**src/rtl/bdpc_pkg.sv**
```systemverilog
// Package for the button debounce / press classifier.
// Types, codes and widths shared by all rtl/bdpc_* modules and the top level.
`timescale 1ns / 1ps
`default_nettype none
package bdpc_pkg;

    // Counter width for debounce, held and repeat counters (4..16)
    localparam int CNT_W = 8;
    // Config register width (fixed by the register map)
    localparam int CFG_W = 8;
    // Compare width covering both counter and threshold
    localparam int CMP_W = (CNT_W > CFG_W) ? CNT_W : CFG_W;
    localparam int IDX_W = 2;

    typedef logic [CNT_W-1:0] t_cnt;
    typedef logic [CFG_W-1:0] t_cfg;

    // Register indexes
    localparam logic [IDX_W-1:0] CFG_STABLE_TICKS = 2'd0;
    localparam logic [IDX_W-1:0] CFG_LONG_TICKS   = 2'd1;
    localparam logic [IDX_W-1:0] CFG_REPEAT_TICKS = 2'd2;
    localparam logic [IDX_W-1:0] CFG_ACTIVE_LEVEL = 2'd3;

    // Register reset values
    localparam t_cfg RST_STABLE_TICKS = 8'd2;
    localparam t_cfg RST_LONG_TICKS   = 8'd50;
    localparam t_cfg RST_REPEAT_TICKS = 8'd10;
    localparam logic RST_ACTIVE_LEVEL = 1'b1;

    typedef enum logic [1:0] {
        ST_IDLE = 2'd0,
        ST_DOWN = 2'd1,
        ST_UP   = 2'd2,
        ST_BAD  = 2'd3
    } t_press;

    typedef enum logic [1:0] {
        PEND_NONE  = 2'd0,
        PEND_CLICK = 2'd1,
        PEND_LONG  = 2'd2,
        PEND_BAD   = 2'd3
    } t_pend;

    typedef enum logic [1:0] {
        EV_CLICK        = 2'd0,
        EV_LONG         = 2'd1,
        EV_LONG_RELEASE = 2'd2,
        EV_BAD          = 2'd3
    } t_event;

    typedef struct packed {
        t_cfg stable_ticks;
        t_cfg long_ticks;
        t_cfg repeat_ticks;
        logic active_level;
    } t_cfg_regs;

    // Result of one tick: fire flag plus event
    typedef struct packed {
        logic   fire;
        t_event code;
    } t_result;

    // Zero-extend a counter to compare width
    function automatic logic [CMP_W-1:0] cnt_ext(input t_cnt c);
        return CMP_W'(c);
    endfunction

    function automatic logic [CMP_W-1:0] cfg_ext(input t_cfg c);
        return CMP_W'(c);
    endfunction

endpackage
`default_nettype wire

```
**src/rtl/bdpc_core.sv**
```systemverilog
// Debounce and press classification state with its one-tick update logic.
// Depends on bdpc_pkg.
`timescale 1ns / 1ps
`default_nettype none
module bdpc_core
    import bdpc_pkg::*;
(
    input  wire logic      i_clk,
    input  wire logic      i_rst_n,
    input  wire t_cfg_regs i_cfg,
    input  wire logic      i_step,
    input  wire logic      i_level,
    output t_result        o_result
);

    logic   r_stable;
    t_cnt   r_deb;
    t_press r_ps;
    t_pend  r_pend;
    t_cnt   r_held;
    t_cnt   r_rpt;

    logic   n_stable;
    t_cnt   n_deb;
    t_press n_ps;
    t_press mid_ps;
    t_pend  n_pend;
    t_cnt   n_held;
    t_cnt   n_rpt;
    t_result res;

    t_cnt deb_inc;
    t_cnt held_inc;
    t_cnt rpt_inc;
    logic [CMP_W:0] long_p1;

    assign deb_inc  = r_deb + 1'b1;
    assign held_inc = r_held + 1'b1;
    assign rpt_inc  = r_rpt + 1'b1;
    assign long_p1  = (CMP_W+1)'(i_cfg.long_ticks) + 1'b1;

    // Debounce and press state
    always_comb begin
        n_stable = r_stable;
        n_deb    = r_deb;
        mid_ps   = r_ps;
        if (i_level != r_stable) begin
            if (cnt_ext(deb_inc) > cfg_ext(i_cfg.stable_ticks)) begin
                n_stable = i_level;
                n_deb    = '0;
                if (r_ps == ST_IDLE && i_level == i_cfg.active_level) begin
                    mid_ps = ST_DOWN;
                end else if (r_ps == ST_DOWN) begin
                    mid_ps = ST_UP;
                end
            end else begin
                n_deb = deb_inc;
            end
        end else begin
            n_deb = '0;
        end
        case (mid_ps)
            ST_IDLE: n_ps = ST_IDLE;
            ST_DOWN: n_ps = ST_DOWN;
            default: n_ps = ST_IDLE;
        endcase
    end

    // Held / repeat counters, pending event and result
    always_comb begin
        n_held = r_held;
        n_rpt  = r_rpt;
        n_pend = r_pend;
        res.fire = 1'b0;
        res.code = EV_CLICK;
        case (mid_ps)
            ST_DOWN: begin
                if (n_stable == i_cfg.active_level) begin
                    n_held = held_inc;
                    if (cnt_ext(held_inc) < cfg_ext(i_cfg.long_ticks)) begin
                        n_pend = PEND_CLICK;
                    end else if (cnt_ext(held_inc) == cfg_ext(i_cfg.long_ticks)) begin
                        n_pend   = PEND_LONG;
                        res.fire = 1'b1;
                        res.code = EV_LONG;
                    end else begin
                        n_rpt = rpt_inc;
                        if (cnt_ext(rpt_inc) >= cfg_ext(i_cfg.repeat_ticks)) begin
                            n_rpt    = '0;
                            n_pend   = PEND_LONG;
                            res.fire = 1'b1;
                            res.code = EV_LONG;
                        end
                    end
                    // saturate by jumping back above the long threshold
                    if (held_inc == '1) begin
                        n_held = long_p1[CNT_W-1:0];
                    end
                end
            end
            ST_UP: begin
                if (r_pend == PEND_CLICK) begin
                    res.fire = 1'b1;
                    res.code = EV_CLICK;
                    n_held   = '0;
                end else if (r_pend == PEND_LONG) begin
                    res.fire = 1'b1;
                    res.code = EV_LONG_RELEASE;
                    n_held   = '0;
                    n_rpt    = '0;
                end
                n_pend = PEND_NONE;
            end
            ST_IDLE: begin
            end
            default: begin
                n_pend = PEND_NONE;
            end
        endcase
    end

    assign o_result = res;

    always_ff @(posedge i_clk) begin
        if (!i_rst_n) begin
            r_stable <= 1'b0;
            r_deb    <= '0;
            r_ps     <= ST_IDLE;
            r_pend   <= PEND_NONE;
            r_held   <= '0;
            r_rpt    <= '0;
        end else if (i_step) begin
            r_stable <= n_stable;
            r_deb    <= n_deb;
            r_ps     <= n_ps;
            r_pend   <= n_pend;
            r_held   <= n_held;
            r_rpt    <= n_rpt;
        end
    end

    // Only idle and down survive a tick
    a_ps_settled: assert property (@(posedge i_clk) disable iff (!i_rst_n)
        r_ps == ST_IDLE || r_ps == ST_DOWN)
        else $error("press state left idle/down");

    // A click comes only from a pending click
    a_click_src: assert property (@(posedge i_clk) disable iff (!i_rst_n)
        (i_step && res.fire && res.code == EV_CLICK) |-> r_pend == PEND_CLICK)
        else $error("click without pending click");

    // State holds between steps
    a_hold: assert property (@(posedge i_clk) disable iff (!i_rst_n)
        !i_step |=> ($stable(r_stable) && $stable(r_held) && $stable(r_deb)))
        else $error("state moved without a step");

    // A release result clears the held counter
    a_release_clr: assert property (@(posedge i_clk) disable iff (!i_rst_n)
        (i_step && res.fire && res.code != EV_LONG) |=> r_held == '0)
        else $error("held count not cleared on release");

endmodule
`default_nettype wire

```
**src/rtl/bdpc_obuf.sv**
```systemverilog
// Output result register with valid/ready handshake.
// Depends on bdpc_pkg.
`timescale 1ns / 1ps
`default_nettype none
module bdpc_obuf
    import bdpc_pkg::*;
(
    input  wire logic   i_clk,
    input  wire logic   i_rst_n,
    input  wire logic   i_load,
    input  wire t_event i_code,
    output logic        o_free,
    output logic        o_valid,
    input  wire logic   i_ready,
    output t_event      o_code
);

    logic   r_valid;
    t_event r_code;

    // free when empty or drained this cycle
    assign o_free  = !r_valid || i_ready;
    assign o_valid = r_valid;
    assign o_code  = r_code;

    always_ff @(posedge i_clk) begin
        if (!i_rst_n) begin
            r_valid <= 1'b0;
        end else if (i_load) begin
            r_valid <= 1'b1;
        end else if (i_ready) begin
            r_valid <= 1'b0;
        end
    end

    always_ff @(posedge i_clk) begin
        if (i_load) begin
            r_code <= i_code;
        end
    end

endmodule
`default_nettype wire

```
**src/rtl/button_debounce_press_classifier.sv**
```systemverilog
// Channel    | Signals                               | Dir | Notes
// level in   | i_valid, o_ready, i_level             | in  | one sampled level per transfer
// event out  | o_valid, i_ready, o_event_code        | out | zero or one event per level
// config     | i_cfg_we, i_cfg_idx, i_cfg_data       | in  | write-only, no wait
//
// Cycles: one level per clock while o_ready stays high; an event's level is
// held in the input register, and the event is then presented from the result
// register (input register, then result register).
// The state update is the debounce compare plus held/repeat compare chain.
// Reset (synchronous, active low) restores config defaults and released state.
// A level with no event moves on even while the output is stalled; a level
// that makes an event waits in the input register until the result register
// frees, and o_ready drops meanwhile.
// Top level; depends on bdpc_pkg, bdpc_core, bdpc_obuf.
`timescale 1ns / 1ps
`default_nettype none
module button_debounce_press_classifier
    import bdpc_pkg::*;
(
    input  wire logic             i_clk,
    input  wire logic             i_rst_n,
    // level channel
    input  wire logic             i_valid,
    output logic                  o_ready,
    input  wire logic             i_level,
    // event channel
    output logic                  o_valid,
    input  wire logic             i_ready,
    output logic [1:0]            o_event_code,
    // config write port
    input  wire logic             i_cfg_we,
    input  wire logic [IDX_W-1:0] i_cfg_idx,
    input  wire logic [CFG_W-1:0] i_cfg_data
);

    // Configuration registers
    t_cfg_regs r_cfg;

    always_ff @(posedge i_clk) begin
        if (!i_rst_n) begin
            r_cfg.stable_ticks <= RST_STABLE_TICKS;
            r_cfg.long_ticks   <= RST_LONG_TICKS;
            r_cfg.repeat_ticks <= RST_REPEAT_TICKS;
            r_cfg.active_level <= RST_ACTIVE_LEVEL;
        end else if (i_cfg_we) begin
            case (i_cfg_idx)
                CFG_STABLE_TICKS: r_cfg.stable_ticks <= i_cfg_data;
                CFG_LONG_TICKS:   r_cfg.long_ticks   <= i_cfg_data;
                CFG_REPEAT_TICKS: r_cfg.repeat_ticks <= i_cfg_data;
                CFG_ACTIVE_LEVEL: r_cfg.active_level <= i_cfg_data[0];
                default: begin
                end
            endcase
        end
    end

    // Input register
    logic r_in_valid;
    logic r_in_level;

    t_result core_res;
    logic    obuf_free;
    logic    step;
    t_event  out_code;

    // A held level advances when it emits nothing or the result slot is free
    assign step    = r_in_valid && (obuf_free || !core_res.fire);
    assign o_ready = !r_in_valid || step;

    always_ff @(posedge i_clk) begin
        if (!i_rst_n) begin
            r_in_valid <= 1'b0;
        end else if (o_ready) begin
            r_in_valid <= i_valid;
        end
    end

    always_ff @(posedge i_clk) begin
        if (o_ready && i_valid) begin
            r_in_level <= i_level;
        end
    end

    bdpc_core u_core (
        .i_clk    (i_clk),
        .i_rst_n  (i_rst_n),
        .i_cfg    (r_cfg),
        .i_step   (step),
        .i_level  (r_in_level),
        .o_result (core_res)
    );

    bdpc_obuf u_obuf (
        .i_clk   (i_clk),
        .i_rst_n (i_rst_n),
        .i_load  (step && core_res.fire),
        .i_code  (core_res.code),
        .o_free  (obuf_free),
        .o_valid (o_valid),
        .i_ready (i_ready),
        .o_code  (out_code)
    );

    assign o_event_code = out_code;

endmodule
`default_nettype wire
```
**config.mk**
```make
export PLATFORM = sky130hd
export DESIGN_NAME = button_debounce_press_classifier
export DESIGN_NICKNAME = d
export VERILOG_FILES = /design/src/rtl/bdpc_pkg.sv /design/src/rtl/bdpc_core.sv /design/src/rtl/bdpc_obuf.sv /design/src/rtl/button_debounce_press_classifier.sv
export SDC_FILE = /design/constraint.sdc
export NUM_CORES = 1
export LEC_CHECK = 0
export CAP_MARGIN = 20
export CORE_UTILIZATION = 60
export DETAILED_ROUTE_END_ITERATION = 10
export DONT_BUFFER_PORTS = 1
export GPL_ROUTABILITY_DRIVEN = 0
export PLACE_DENSITY = 0.76
export SLEW_MARGIN = 10
export SYNTH_ARGS = -nofsm -noshare
export SYNTH_HDL_FRONTEND = slang
export SYNTH_SLANG_ARGS = --single-unit
```
**constraint.sdc**
```tcl
create_clock -name i_clk -period 9.27 [get_ports i_clk]
set_input_delay 0 -clock i_clk [delete_from_list [all_inputs] [get_ports i_clk]]
set_output_delay 0 -clock i_clk [all_outputs]
set_load 0.01 [all_outputs]
```
; ---- Word level (Yosys, flattened, before mapping)
; Index checks and enable logic that the tools add are counted.
[totals]
register_bits = 59
memories = 0
rom_bits = 0
input_bits = 16
mem_bits_rw = 0
word_cells = 98
latchBits = 0
[classes]
add_sub_neg = 4
n_shift = 0
n_lt_le_gt_ge = 3
eq_ne = 20
n_mul = 0
n_mux = 34
bitwise = 1
n_reduce_logical = 22
div_mod_pow = 0
[ops]
columns = op, n
row1 = 8-bit 2-to-1 mux, 11
row2 = "8-bit by 1-bit adder with 8-bit output, second input constant", 4
row3 = 8-bit case mux with 2 select lines, 2
row4 = 3-bit 2-to-1 mux, 6
row5 = 2-bit 2-to-1 mux, 8
row6 = "2-bit by 1-bit == test with 1-bit output, second input constant", 4
row7 = "2-bit == test, second input constant", 4
row8 = 8-bit == test, 1
row9 = "8-bit == test, second input constant", 1
row10 = 8-bit greater-or-equal comparator, 1
row11 = 8-bit > comparator, 1
row12 = 8-bit < comparator, 1
row13 = 2-bit AND reduction, 4
row14 = 4-bit AND reduction, 2
row15 = 7-bit AND reduction, 1
row16 = 2-bit logical NOT, 3
row17 = "2-bit inequality test, second input constant", 3
row18 = 3-bit case mux with 2 select lines, 1
row19 = 1-bit 2-to-1 mux, 5
row20 = 1-bit logical AND, 4
row21 = "2-bit by 1-bit inequality test with 1-bit output, second input constant", 2
row22 = "4-bit by 1-bit inequality test with 1-bit output, second input constant", 1
row23 = 2-bit case mux with 2 select lines, 1
row24 = 2-bit nonzero test, 2
row25 = 6 further kinds, 11

; ---- Longest topological paths before layout
; Gate-level depths: netlist of the first run.
[logic_depth]
word_depth = 12
mapped_depth = 21
depth_no_buf = 20

; ---- Cells and area by module
; From an unflattened synthesis of the first run, not the netlist that was laid out.
[unflattened]
hier_cells = 445
hier_area_um2 = 3769.9
[modules_own_cells]
columns = mod, area_per_inst_um2, n_inst, cells_per_inst
row1 = bdpc_core, 2553.7, 1, 331
row2 = button_debounce_press_classifier, 1107.3, 1, 108
row3 = bdpc_obuf, 108.9, 1, 6

; ---- Worst setup path before layout of the first run
; OpenSTA, ideal clock, no wires.
[synth_timing]
path_kind = reg2reg
startpoint = register u_core.r_deb[2]
endpoint = register u_core.r_held[0]
arrival_time_ns = 3.913
path_stages_with_launch = 20
required_ns = 9.196
setup_ns = 0.074
slack_ns = 5.283
cell_sequence = dfxtp_1 -> nand3_1 -> inv_1 -> nand3_1 -> nor2_1 -> xor2_1 -> ha_1 -> nand4_2 -> a21o_1 -> a21o_1 -> o31ai_1 -> inv_1 -> ha_1 -> nor3b_1 -> nand2_1 -> nand2_1 -> a311o_1 -> a211o_1 -> or4b_1 -> a31oi_1
[synth_via]
elab_chain_len = 11
word_cells_on_any_way = 19
[synth_lines]
columns = item, line_no
row1 = start: declaration, bdpc_core.sv:17  ; t_cnt r_deb;
row2 = start signal: assignment, bdpc_core.sv:134  ; r_deb <= n_deb;
row3 = 8-bit by 1-bit adder with 8-bit output (*), bdpc_core.sv:37  ; assign deb_inc = r_deb + 1'b1;
row4 = 8-bit > comparator (*), bdpc_core.sv:48  ; if (cnt_ext(deb_inc) > cfg_ext(i_cfg.stable_ticks)) begin
row5 = 1-bit 2-to-1 mux, bdpc_core.sv:48
row6 = 1-bit 2-to-1 mux, bdpc_core.sv:47  ; if (i_level != r_stable) begin
row7 = 1-bit == test, bdpc_core.sv:78  ; if (n_stable == i_cfg.active_level) begin
row8 = 3-bit 2-to-1 mux, bdpc_core.sv:78
row9 = 3-bit case mux with 2 select lines, bdpc_core.sv:76  ; case (mid_ps)
row10 = 1-bit logical NOT, button_debounce_press_classifier.sv:67  ; assign step = r_in_valid && (obuf_free || !core_res.fire);
row11 = 1-bit logical OR, button_debounce_press_classifier.sv:67
row12 = 1-bit logical AND, button_debounce_press_classifier.sv:67
row13 = 4-bit AND reduction (no source line), -
row14 = end signal: assignment, bdpc_core.sv:137  ; r_held <= n_held;
row15 = end: declaration, bdpc_core.sv:20  ; t_cnt r_held;
; Every way passes the cells marked *; elsewhere a longest branch is shown, timed or not.
; A chain may end at the register's enable or synchronous reset.

; ---- Worst setup path in the final report of the first run
; Ends and elaborated chain as after synthesis.

==> results.py, run 1 <==
metrics = {
    "die": {
        "die_h_um": 80.0,
        "ios": 20,
        "rows": 28,
        "coreArea_mm2": 0.00589,
        "die_w_um": 80.0,
        "initial_core_util_pct": 62.0,
        "die-area_mm2": 0.00640,
    },
    "flow_run": {
        "maxCapViolCount": 0,
    },
    "critical_path": {
        "crit_end": "u_core.r_held[0]",
        "setup.worst_path.start": "u_core.r_deb[2]",
        "critPathCaptureType": "flop",
        "ff2ff_path_depth": 19,
        "crit_path_start_kind": "flop",
        "crit_required_ps": 9530,
        "worstReg2RegEnd": "u_core.r_held[0]",
        "r2r_start": "u_core.r_deb[2]",
        "critPathKind": "reg -> reg",
        "crit_fanout": 16,
        "cp.arrival_ps": 4950,
        "reg2reg_setup_slack_ps": 4590,
    },
    "drt": {
        "ant_nets": 0,
        "drt_iter0_markers": 193,
        "drt-pass1-iter-count": 4,
        "routed_wl_um": 8180,
        "vias_per_cell": 5.77,
        "drc": 0,
        "wl_per_cell_um": 14.9,
        "vias": 3173,
    },
    "timing": {
        "fmax_mhz": 214,
        "period_share_pct": 50.5,
        "grt_setup_unrepaired": "no",
        "layout_min_cycle_time_ps": 4680,
        "setup-tns-final_ps": 0,
        "tightest_slew_ps": 981,
        "skew_ps": 8.76,
        "relSlewSlack_pct": 34.5,
        "report.final.slew_viol_count": 0,
        "hold_violations": 0,
        "setup_viol": 0,
    },
    "final_layout": {
        "fin_nets": 521,
        "drive_gt1_share_pct": 5.47,
        "final.fill_count": 485,
        "syn_to_final_growth_pct": 12.2,
        "fin_area_mm2": 0.00410,
        "final_util_pct": 69.6,
        "multiInputGateArea_mm2": 0.00225,
        "instances_no_fill": 550,
        "diodes": 0,
        "seqCellArea_mm2": 0.00119,
    },
    "power_and_ir_drop": {
        "ir_worst_vdd_v": 0.000111,
        "p_leak_nw": 1.79,
        "p_total_mw": 0.546,
        "power_density_mw_per_mm2": 133,
    },
    "clocking": {
        "numCtsBuffers": 9,
        "clock-sinks": 58,
        "clk_latency_ps": 340,
        "cts.repair.resized": 0,
        "cts_root_buf": "clkbuf_8",
        "cts_setup_buffers": 0,
        "clk_pin_slew_ps": 70,
        "cts_buffer_depth": 2,
        "cts_tree": "done",
        "h-tree-depth": 3,
    },
    "placed_design": {
        "dp.cells": 514,
        "post-dp-hpwl_um": 5650,
        "port_buffers": 0,
        "dpl_cell_area_mm2": 0.00368,
    },
    "synthesis": {
        "yosysMostFrequentCell": "nand2_1",
        "synth_ff_type": "dfxtp_1",
        "synth-seq-cells": 58,
        "postSynthCellCount": 455,
        "synth_cell_types": 53,
        "synthArstFlopShare_pct": 0,
        "synth_edf_count": 3,
        "synth.top_cells.by_area": "dfxtp_1 (30%), ha_1 (12%), nand2_1 (7.6%)",
        "synth_top_cell_area_share_pct": 30.2,
        "yosys.area.top_type": "dfxtp_1",
        "syn_area_mm2": 0.00365,
        "avgSynthCellArea_um2": 8.02,
        "seq_area_frac_synth_pct": 32.6,
        "synth_fp_nets": 505,
        "ys_warn_count": 0,
        "synthTopCellsByCount": "nand2_1 (74), dfxtp_1 (55), nor2_1 (40)",
    },
    "grt": {
        "grt_pass1_vias": 2876,
        "grt_max_degree": 40,
        "gr-total-overflow": 0,
        "antenna_found_initial": 0,
        "track_usage_pct": 27.4,
        "grt_pass1_wl_um": 13400,
    },
    "status": {
        "status": "finished clean",
    },
    "hold_path": {
        "hold_depth": 2,
        "worstHoldPathType": "in -> reg",
    },
}
-- power breakdown --
group	switching, mW	internal, mW
Clock	0.103	0.129
Combinational	0.0322	0.0220
Sequential	0.00418	0.256
-- metrics by stage --
step / setup slack (ps) / hold WS [ps]
finish: 4590 / 5.72
CTS: 4630 / 4.61
global placement: 4780 / 68.8
global route: 4270 / 25.4
floorplan: 5280 / 98.9
detailed placement: 4670 / 70.9
-- worst max-delay path, cell delays in order, from the launching register on --
cell and delay [ps]:
dfxtp_1 410, nand3_1 180, inv_1 80, nand3_1 150, nor2_1 170, xor2_1 100, ha_1 340, nand4_2 150
a21o_1 230, a21o_1 200, o31ai_1 300, inv_1 110, ha_1 360, nor3b_1 210, nand2_1 80, nand2_1 80
a311o_1 320, a211o_1 450, or4_1 520, a31oi_1 160
-- registers in the layout, summed over array words and instances (netlist names) --
signal and count:
u_obuf.o_code 2, u_core.r_pend 2, u_core.r_ps 1, u_core.r_deb 8
u_core.r_stable 1, r_in_valid 1, u_core.r_rpt 8, u_core.r_held 8
u_obuf.o_valid 1, r_in_level 1, r_cfg 25
-- metal layers --
| metal | GRT usage, % | wire, µm |
|---|---|---|
| met2 | 44.2 | 3840 |
| met3 | 5.71 | 364 |
| met1 | 35.8 | 3780 |
| met4 | 10.4 | 187 |
| met5 | 0 | 0 |
-- layout make-up --
type	count	share of cell area, %
multi-input cells	343	54.9
flip-flops and latches	58	29.1
repair buffers	23	5.74
clock buffers	10	3.36
inverters	36	3.30
well taps	75	2.29
clock inverters	5	1.34
-- worst min-delay path by stage --
stage,startpoint,to,slack [ps]
floorplan,i_level,r_in_level,100
global placement,i_rst_n,r_cfg[14],70
detailed placement,i_rst_n,r_cfg[14],70
CTS,i_rst_n,r_cfg[15],5
global route,i_rst_n,u_core.r_deb[2],30
finish,i_rst_n,r_cfg[16],6
-- repair_timing --
item                                    CTS  global route
hold endpoints to repair                 49             0
endpoints found under the setup margin    0             0
hold buffers                             21             0
-- cell usage in the layout, fill, tap and decap left out, drive strengths merged, types with 3 or more instances in the layout --
cell type,synthesis,final
nand2,74,74
dfxtp,55,55
nor2,40,40
a21oi,37,37
inv,36,36
ha,34,34
nand3,20,20
dlygate4sd3,0,20
mux2i,18,18
o21ai,14,14
xnor2,14,14
xor2,12,12
clkbuf,12,10
nand4,8,8
nor2b,7,7
o211ai,6,6
a21o,5,5
nor3b,4,4
o21a,4,4
o31ai,3,3
nand2b,3,3
a31oi,3,3
and3,3,3
nand4bb,3,3
a41o,3,3
edfxtp,3,3
buf,6,3
-- kinds of logic after synthesis --
group | after synthesis | share of synthesized area, %
compound gates | 88 | 15.6
xor+xnor | 26 | 6.24
fa+ha+maj | 34 | 11.7
buf+inv | 54 | 5.79
flops | 58 | 32.6
mux | 18 | 4.94
simple gates | 177 | 23.2
No activity file was read; power rests on OpenSTA's default activity.
==> run 2: changes to the inputs <==
CORE_UTILIZATION = 58   (was 60)
clock period = 3.8 ns   (was 9.27 ns; I/O delays follow)
==> run 2 against run 1 <==
  * The run now ends with negative setup slack left
  * Register-to-register slack got worse by 4700 ps
  * Largest cell class unchanged
  * Core utilization rose by 6.2 points
  * Critical path type unchanged
  * Final cell count rose by 5.5%
  * Fmax rose by 20%
  * Via count rose by 4.6%
  * Count of clock-buffer cells in the layout rose by 2
  * Combinational power rose to 3.0 times the previous value
  * Clock skew rose by 3.7 ps
  * Clock power rose to 2.7 times the previous value
  * Largest power group unchanged
  * Critical path depth fell by 1
  * Critical endpoint unchanged
==> results.py, run 2 (synthesis results as in run 1) <==
metrics = {
    "grt": {
        "gr-total-overflow": 0,
        "antenna_found_initial": 0,
        "grt_pass1_vias": 3096,
        "track_usage_pct": 27.6,
        "grt_max_degree": 41,
        "grt_pass1_wl_um": 13900,
    },
    "timing": {
        "whs_ps": 17.2,
        "fmax_mhz": 255,
        "fin_ws_ps": -117,
        "setup_viol": 6,
        "report.final.slew_viol_count": 0,
        "tightest_slew_ps": 711,
        "skew_ps": 12.5,
        "hold_violations": 0,
        "relSlewSlack_pct": 52.2,
        "layout_min_cycle_time_ps": 3920,
        "period_share_pct": 103,
        "grt_setup_unrepaired": "yes",
    },
    "die": {
        "die_w_um": 81.3,
        "initial_core_util_pct": 60.9,
        "coreArea_mm2": 0.00599,
        "ios": 20,
        "die-area_mm2": 0.00661,
        "rows": 28,
        "die_h_um": 81.3,
    },
    "clocking": {
        "h-tree-depth": 3,
        "cts_tree": "done",
        "cts_buffer_depth": 2,
        "clk_latency_ps": 350,
        "clock-sinks": 58,
        "clk_pin_slew_ps": 70,
        "numCtsBuffers": 9,
        "cts_root_buf": "clkbuf_8",
    },
    "final_layout": {
        "drive_gt1_share_pct": 15.8,
        "final_common_cell": "nand2_1",
        "largest-register": "r_cfg",
        "final.fill_count": 405,
        "final_cell_mix": "nand2_1 (73), dfxtp_1 (52), nor2_1 (37), a21oi_1 (33), inv_1 (33)",
        "largest_reg_flops": 25,
        "fin_nets": 550,
        "diodes": 0,
        "syn_to_final_growth_pct": 24.3,
        "fin_area_mm2": 0.00454,
    },
    "drt": {
        "vias_per_cell": 5.72,
        "vias": 3319,
        "top_layer": "met4",
        "drc": 0,
        "drt_iter0_markers": 206,
        "met3_length_um": 434,
        "routed_wl_um": 9250,
        "drt-met1-wl_um": 4210,
        "wl_met2_um": 4390,
        "drt-pass1-iter-count": 4,
        "ant_nets": 0,
        "wl_per_cell_um": 16.0,
    },
    "power_and_ir_drop": {
        "power_density_mw_per_mm2": 312,
        "p_leak_nw": 1.98,
        "power.internal_mw": 1.05,
        "clkPwrFrac_pct": 43.7,
        "switching_share_pct": 25.6,
        "p_seq_share_pct": 44.9,
        "ir_worst_vdd_v": 0.000254,
        "pwr-share-comb_pct": 11.4,
        "p_total_mw": 1.42,
        "switchingPower_mw": 0.363,
    },
    "placed_design": {
        "port_buffers": 0,
        "dpl_cell_area_mm2": 0.00387,
        "post-dp-hpwl_um": 5870,
    },
    "critical_path": {
        "path_cells": "ha_4, nand3_4, nor2_4, xor2_2, ha_1, nand4_4, a21o_1, a21o_1, o21ai_2, o31ai_2, ha_2, nor3b_4, nand2_1, nand2_1, a311o_1, a211o_1, or4b_1, a31oi_1",
        "crit_path_start_kind": "flop",
        "crit_required_ps": 4070,
        "cpLargestDelayFamily": "compound AO/OA/AOI/OAI gates",
        "max_stage_delay_ps": 480,
        "crit_fanout": 5,
        "path_buf_inv": 0,
        "cp.arrival_ps": 4190,
        "critPathCaptureType": "flop",
        "crit_slowest_cell": "or4b_1",
        "critPathKind": "reg -> reg",
    },
    "flow_run": {
        "maxCapViolCount": 0,
    },
    "status": {
        "violations": "negative setup slack",
        "status": "complete, but fails checks",
    },
    "hold_path": {
        "worstHoldPathType": "in -> reg",
    },
}
## run 2: cell count changes in the layout (fill, tap and decap cells not counted), moves of 3 or more
cell	previous run	this run
nand3_1	20	17
buf_4	2	24
ha_1	34	30
a21oi_2	0	3
o21ai_0	14	11
nand3_4	0	3
nor2_1	40	37
a21oi_1	37	33
dfxtp_1	55	52
## run 2: worst paths after layout
check,from,to,slack [ps],cells past startpoint
max,u_core.r_deb[0],u_core.r_held[0],-120,18
min,i_cfg_idx[0],r_cfg[3],20,3
max reg2reg,u_core.r_deb[0],u_core.r_held[0],-120,18
min reg2reg,r_cfg[3],r_cfg[3],460,2
## run 2: tightest hold or removal path: stages
cell,delay (ps)
or2_2,140
nand2_1,60
a21oi_1,120
## run 2: area by class of cell
type,instances,area (µm²),area share [%]
Multi-Input combinational cell,343,2410,53.1
Tap cell,75,93.8,2.07
Clock buffer,12,166,3.67
Sequential cell,58,1200,26.4
Inverter,36,138,3.03
Timing Repair Buffer,52,483,10.6
Clock inverter,4,47.5,1.05
## run 2: timing repair
item                                   4_1_cts  5_1_grt
pin swaps                                    6       14
resized for setup                            2       35
endpoints found under the hold margin       49        0
setup endpoints to repair                    7       33
buffers inserted                             0        4
cloned                                       0        3
hold buffers                                22        0
## run 2: through the flow
| stage | setup slack, ps | utilization [%] | TNS, ps | cells |
|---|---|---|---|---|
| floorplan | 1.84 | - | 0 | 455 |
| global placement | 14.4 | 64.6 | 0 | 535 |
| detailed placement | -93.3 | 64.6 | -93.3 | 535 |
| CTS | 13.2 | 72.0 | 0 | 573 |
| global route | -295 | 75.7 | -2690 | 580 |
| finish | -117 | 75.7 | -224 | 580 |
## run 2: power groups by stage
stage	sequential (mW)	clock, mW	combinational [mW]
6_report	0.636	0.619	0.162
2_1_floorplan	0.644	0	0.0912
5_1_grt	0.637	0.643	0.176
4_1_cts	0.635	0.621	0.144
3_5_place_dp	0.649	0	0.115
3_3_place_gp	0.648	0	0.110
## run 2: metal layers
layer | GRT usage (%) | vias up
met5 | 0 | -
met4 | 9.46 | 0
met3 | 5.96 | 21
met2 | 44.4 | 90
met1 | 36.2 | 1546
li1 | - | 1662
==> run 3: changes to the inputs <==
BUFFER_PORTS_ARGS = -buffer_cell sky130_fd_sc_hd__buf_2   (was not set)
CORE_UTILIZATION = 55   (was 58)
DONT_BUFFER_PORTS = not set   (was 1)
==> run 3 against run 2 <==
  * The flow still finishes with violations (negative setup slack)
  * Clock power shrank 20%
  * Cell area shrank 5.6%
  * Critical path type unchanged
  * Routed wire length shrank 11%
  * Core utilization shrank 8.6 points
  * Highest routed layer unchanged
  * Fmax grew 0.71%
  * Largest cell class unchanged
  * Flip-flop and latch count is the same
==> results.py, run 3 (synthesis results as in run 1) <==
metrics = {
    "clocking": {
        "clk_latency_ps": 340,
        "cts_tree": "done",
        "clk_pin_slew_ps": 70,
        "h-tree-depth": 3,
        "cts_root_buf": "clkbuf_8",
        "clock-sinks": 58,
        "cts_buffer_depth": 2,
        "numCtsBuffers": 9,
    },
    "final_layout": {
        "largest-register": "r_cfg",
        "final_cell_mix": "nand2_1 (73), dfxtp_1 (52), nor2_1 (37), a21oi_1 (34), inv_1 (34)",
        "diodes": 0,
        "syn_to_final_growth_pct": 17.4,
        "final_common_cell": "nand2_1",
        "drive_gt1_share_pct": 16.6,
        "largest_reg_flops": 25,
        "instances_no_fill": 583,
        "fin_nets": 551,
    },
    "placed_design": {
        "port_buffers": 19,
        "post-dp-hpwl_um": 5890,
        "dp.cells": 555,
    },
    "die": {
        "ios": 20,
        "rows": 29,
        "die_h_um": 83.5,
        "die_w_um": 83.5,
        "coreArea_mm2": 0.00639,
        "die-area_mm2": 0.00697,
        "initial_core_util_pct": 57.2,
    },
    "critical_path": {
        "crit_slowest_cell": "or4b_1",
        "reg2reg_setup_slack_ps": -90,
        "cp.arrival_ps": 4150,
        "cpLargestDelayFamily": "compound AO/OA/AOI/OAI gates",
        "worstReg2RegEnd": "u_core.r_held[0]",
        "crit_required_ps": 4060,
        "critPathCaptureType": "flop",
        "crit_fanout": 5,
        "path_cells": "nand3_2, inv_2, nand3_2, buf_4, xnor2_1, ha_1, a21oi_2, o21a_1, a21o_1, o31ai_2, inv_1, ha_2, nor3b_4, nand2_1, nand2_2, a311o_1, a211o_1, or4b_1, a31oi_1",
        "r2r_start": "u_core.r_deb[0]",
        "path_buf_inv": 3,
        "cp_common_cell": "nand3_2",
        "critPathKind": "reg -> reg",
        "ff2ff_path_depth": 19,
        "crit_path_start_kind": "flop",
        "max_stage_delay_ps": 510,
    },
    "hold_path": {
        "hold_path_end": "r_cfg[0]",
        "worstHoldPathType": "in -> reg",
        "min-delay-start": "i_cfg_idx[1]",
        "hold_depth": 4,
    },
    "drt": {
        "drt_iter0_markers": 156,
        "vias": 3273,
        "wl_per_cell_um": 14.2,
        "drt-pass1-iter-count": 4,
        "vias_per_cell": 5.61,
        "drc": 0,
        "ant_nets": 0,
        "routed_wl_um": 8250,
    },
    "power_and_ir_drop": {
        "p_leak_nw": 1.94,
        "power_density_mw_per_mm2": 298,
        "ir_worst_vdd_v": 0.000204,
    },
    "grt": {
        "antenna_found_initial": 0,
        "track_usage_pct": 25.2,
        "grt_max_degree": 42,
        "grt_pass1_vias": 3178,
        "gr-total-overflow": 0,
        "grt_pass1_wl_um": 14100,
    },
    "timing": {
        "relSlewSlack_pct": 50.7,
        "hold_violations": 0,
        "report.final.slew_viol_count": 0,
        "grt_setup_unrepaired": "yes",
        "tightest_slew_ps": 733,
        "setup_viol": 1,
        "fmax_mhz": 257,
        "skew_ps": 8.89,
        "whs_ps": 39.7,
        "period_share_pct": 102,
        "layout_min_cycle_time_ps": 3890,
        "fin_ws_ps": -89.7,
    },
    "status": {
        "violations": "negative setup slack",
        "status": "complete, but fails checks",
    },
    "flow_run": {
        "maxCapViolCount": 0,
    },
}
run 3: cell count changes in the layout (fill, tap and decap cells not counted), sizes merged:
cell,before,now
dlygate4sd3,21,10
bufinv,1,0
clkinvlp,1,0
clkinv,2,3
buf,30,43
run 3: power by group:
group | switching (mW) | internal (mW) | leakage (nW)
combinational | 0.0837 | 0.0632 | 1.38
clock | 0.241 | 0.252 | 0.0872
sequential | 0.0101 | 0.625 | 0.475
run 3: per-layer routing:
layer  track usage (%)  part of all wire (%)
met3              4.25                   2.0
met2              43.7                    49
met1              30.9                    47
met5                 0                     0
met4              10.6                   1.8
run 3: stage by stage:
stage | power (mW) | cell area, µm² | util, % | TNS [ps] | setup WS, ps
after floorplan | 0.736 | 3680 | - | 0 | 1.84
after global placement | 0.779 | 3960 | 62.0 | -9.10 | -9.10
after detailed placement | 0.784 | 3960 | 62.0 | -91.9 | -91.9
after CTS | 1.28 | 4240 | 66.3 | 0 | 6.60
after global routing | 1.32 | 4280 | 67.1 | -2570 | -302
final | 1.28 | 4280 | 67.1 | -89.7 | -89.7
run 3: how the worst max path moves through the flow:
stage,from,to,slack [ps],cells after the start
after global placement,u_core.r_deb[1],u_core.r_held[0],-9,18
after floorplan,u_core.r_deb[2],u_core.r_held[0],2,19
final,u_core.r_deb[0],u_core.r_held[0],-90,19
after global routing,u_core.r_deb[0],u_core.r_held[0],-300,19
after detailed placement,u_core.r_deb[1],u_core.r_held[0],-90,18
after CTS,u_core.r_deb[0],u_core.r_held[0],7,18
run 3: layout make-up:
type	count	area, µm²
multi-input cells	343	2310
fillers	495	2100
flip-flops and latches	58	1190
repair buffers	53	383
clock buffers	13	149
inverters	36	135
well taps	77	96.3
clock inverters	3	15.0
run 3: what timing repair did:
item	CTS	global route
endpoints found under the hold margin	27	0
gates resized for setup	3	14
hold buffers	10	0
pin swaps	5	23
buffers inserted	1	1
endpoints found under the setup margin	3	30
run 3: worst min-delay path, cell delays in order:
cell     delay [ps]
buf_2           120
nand3_1          90
mux2i_1          80
nand2_1          60
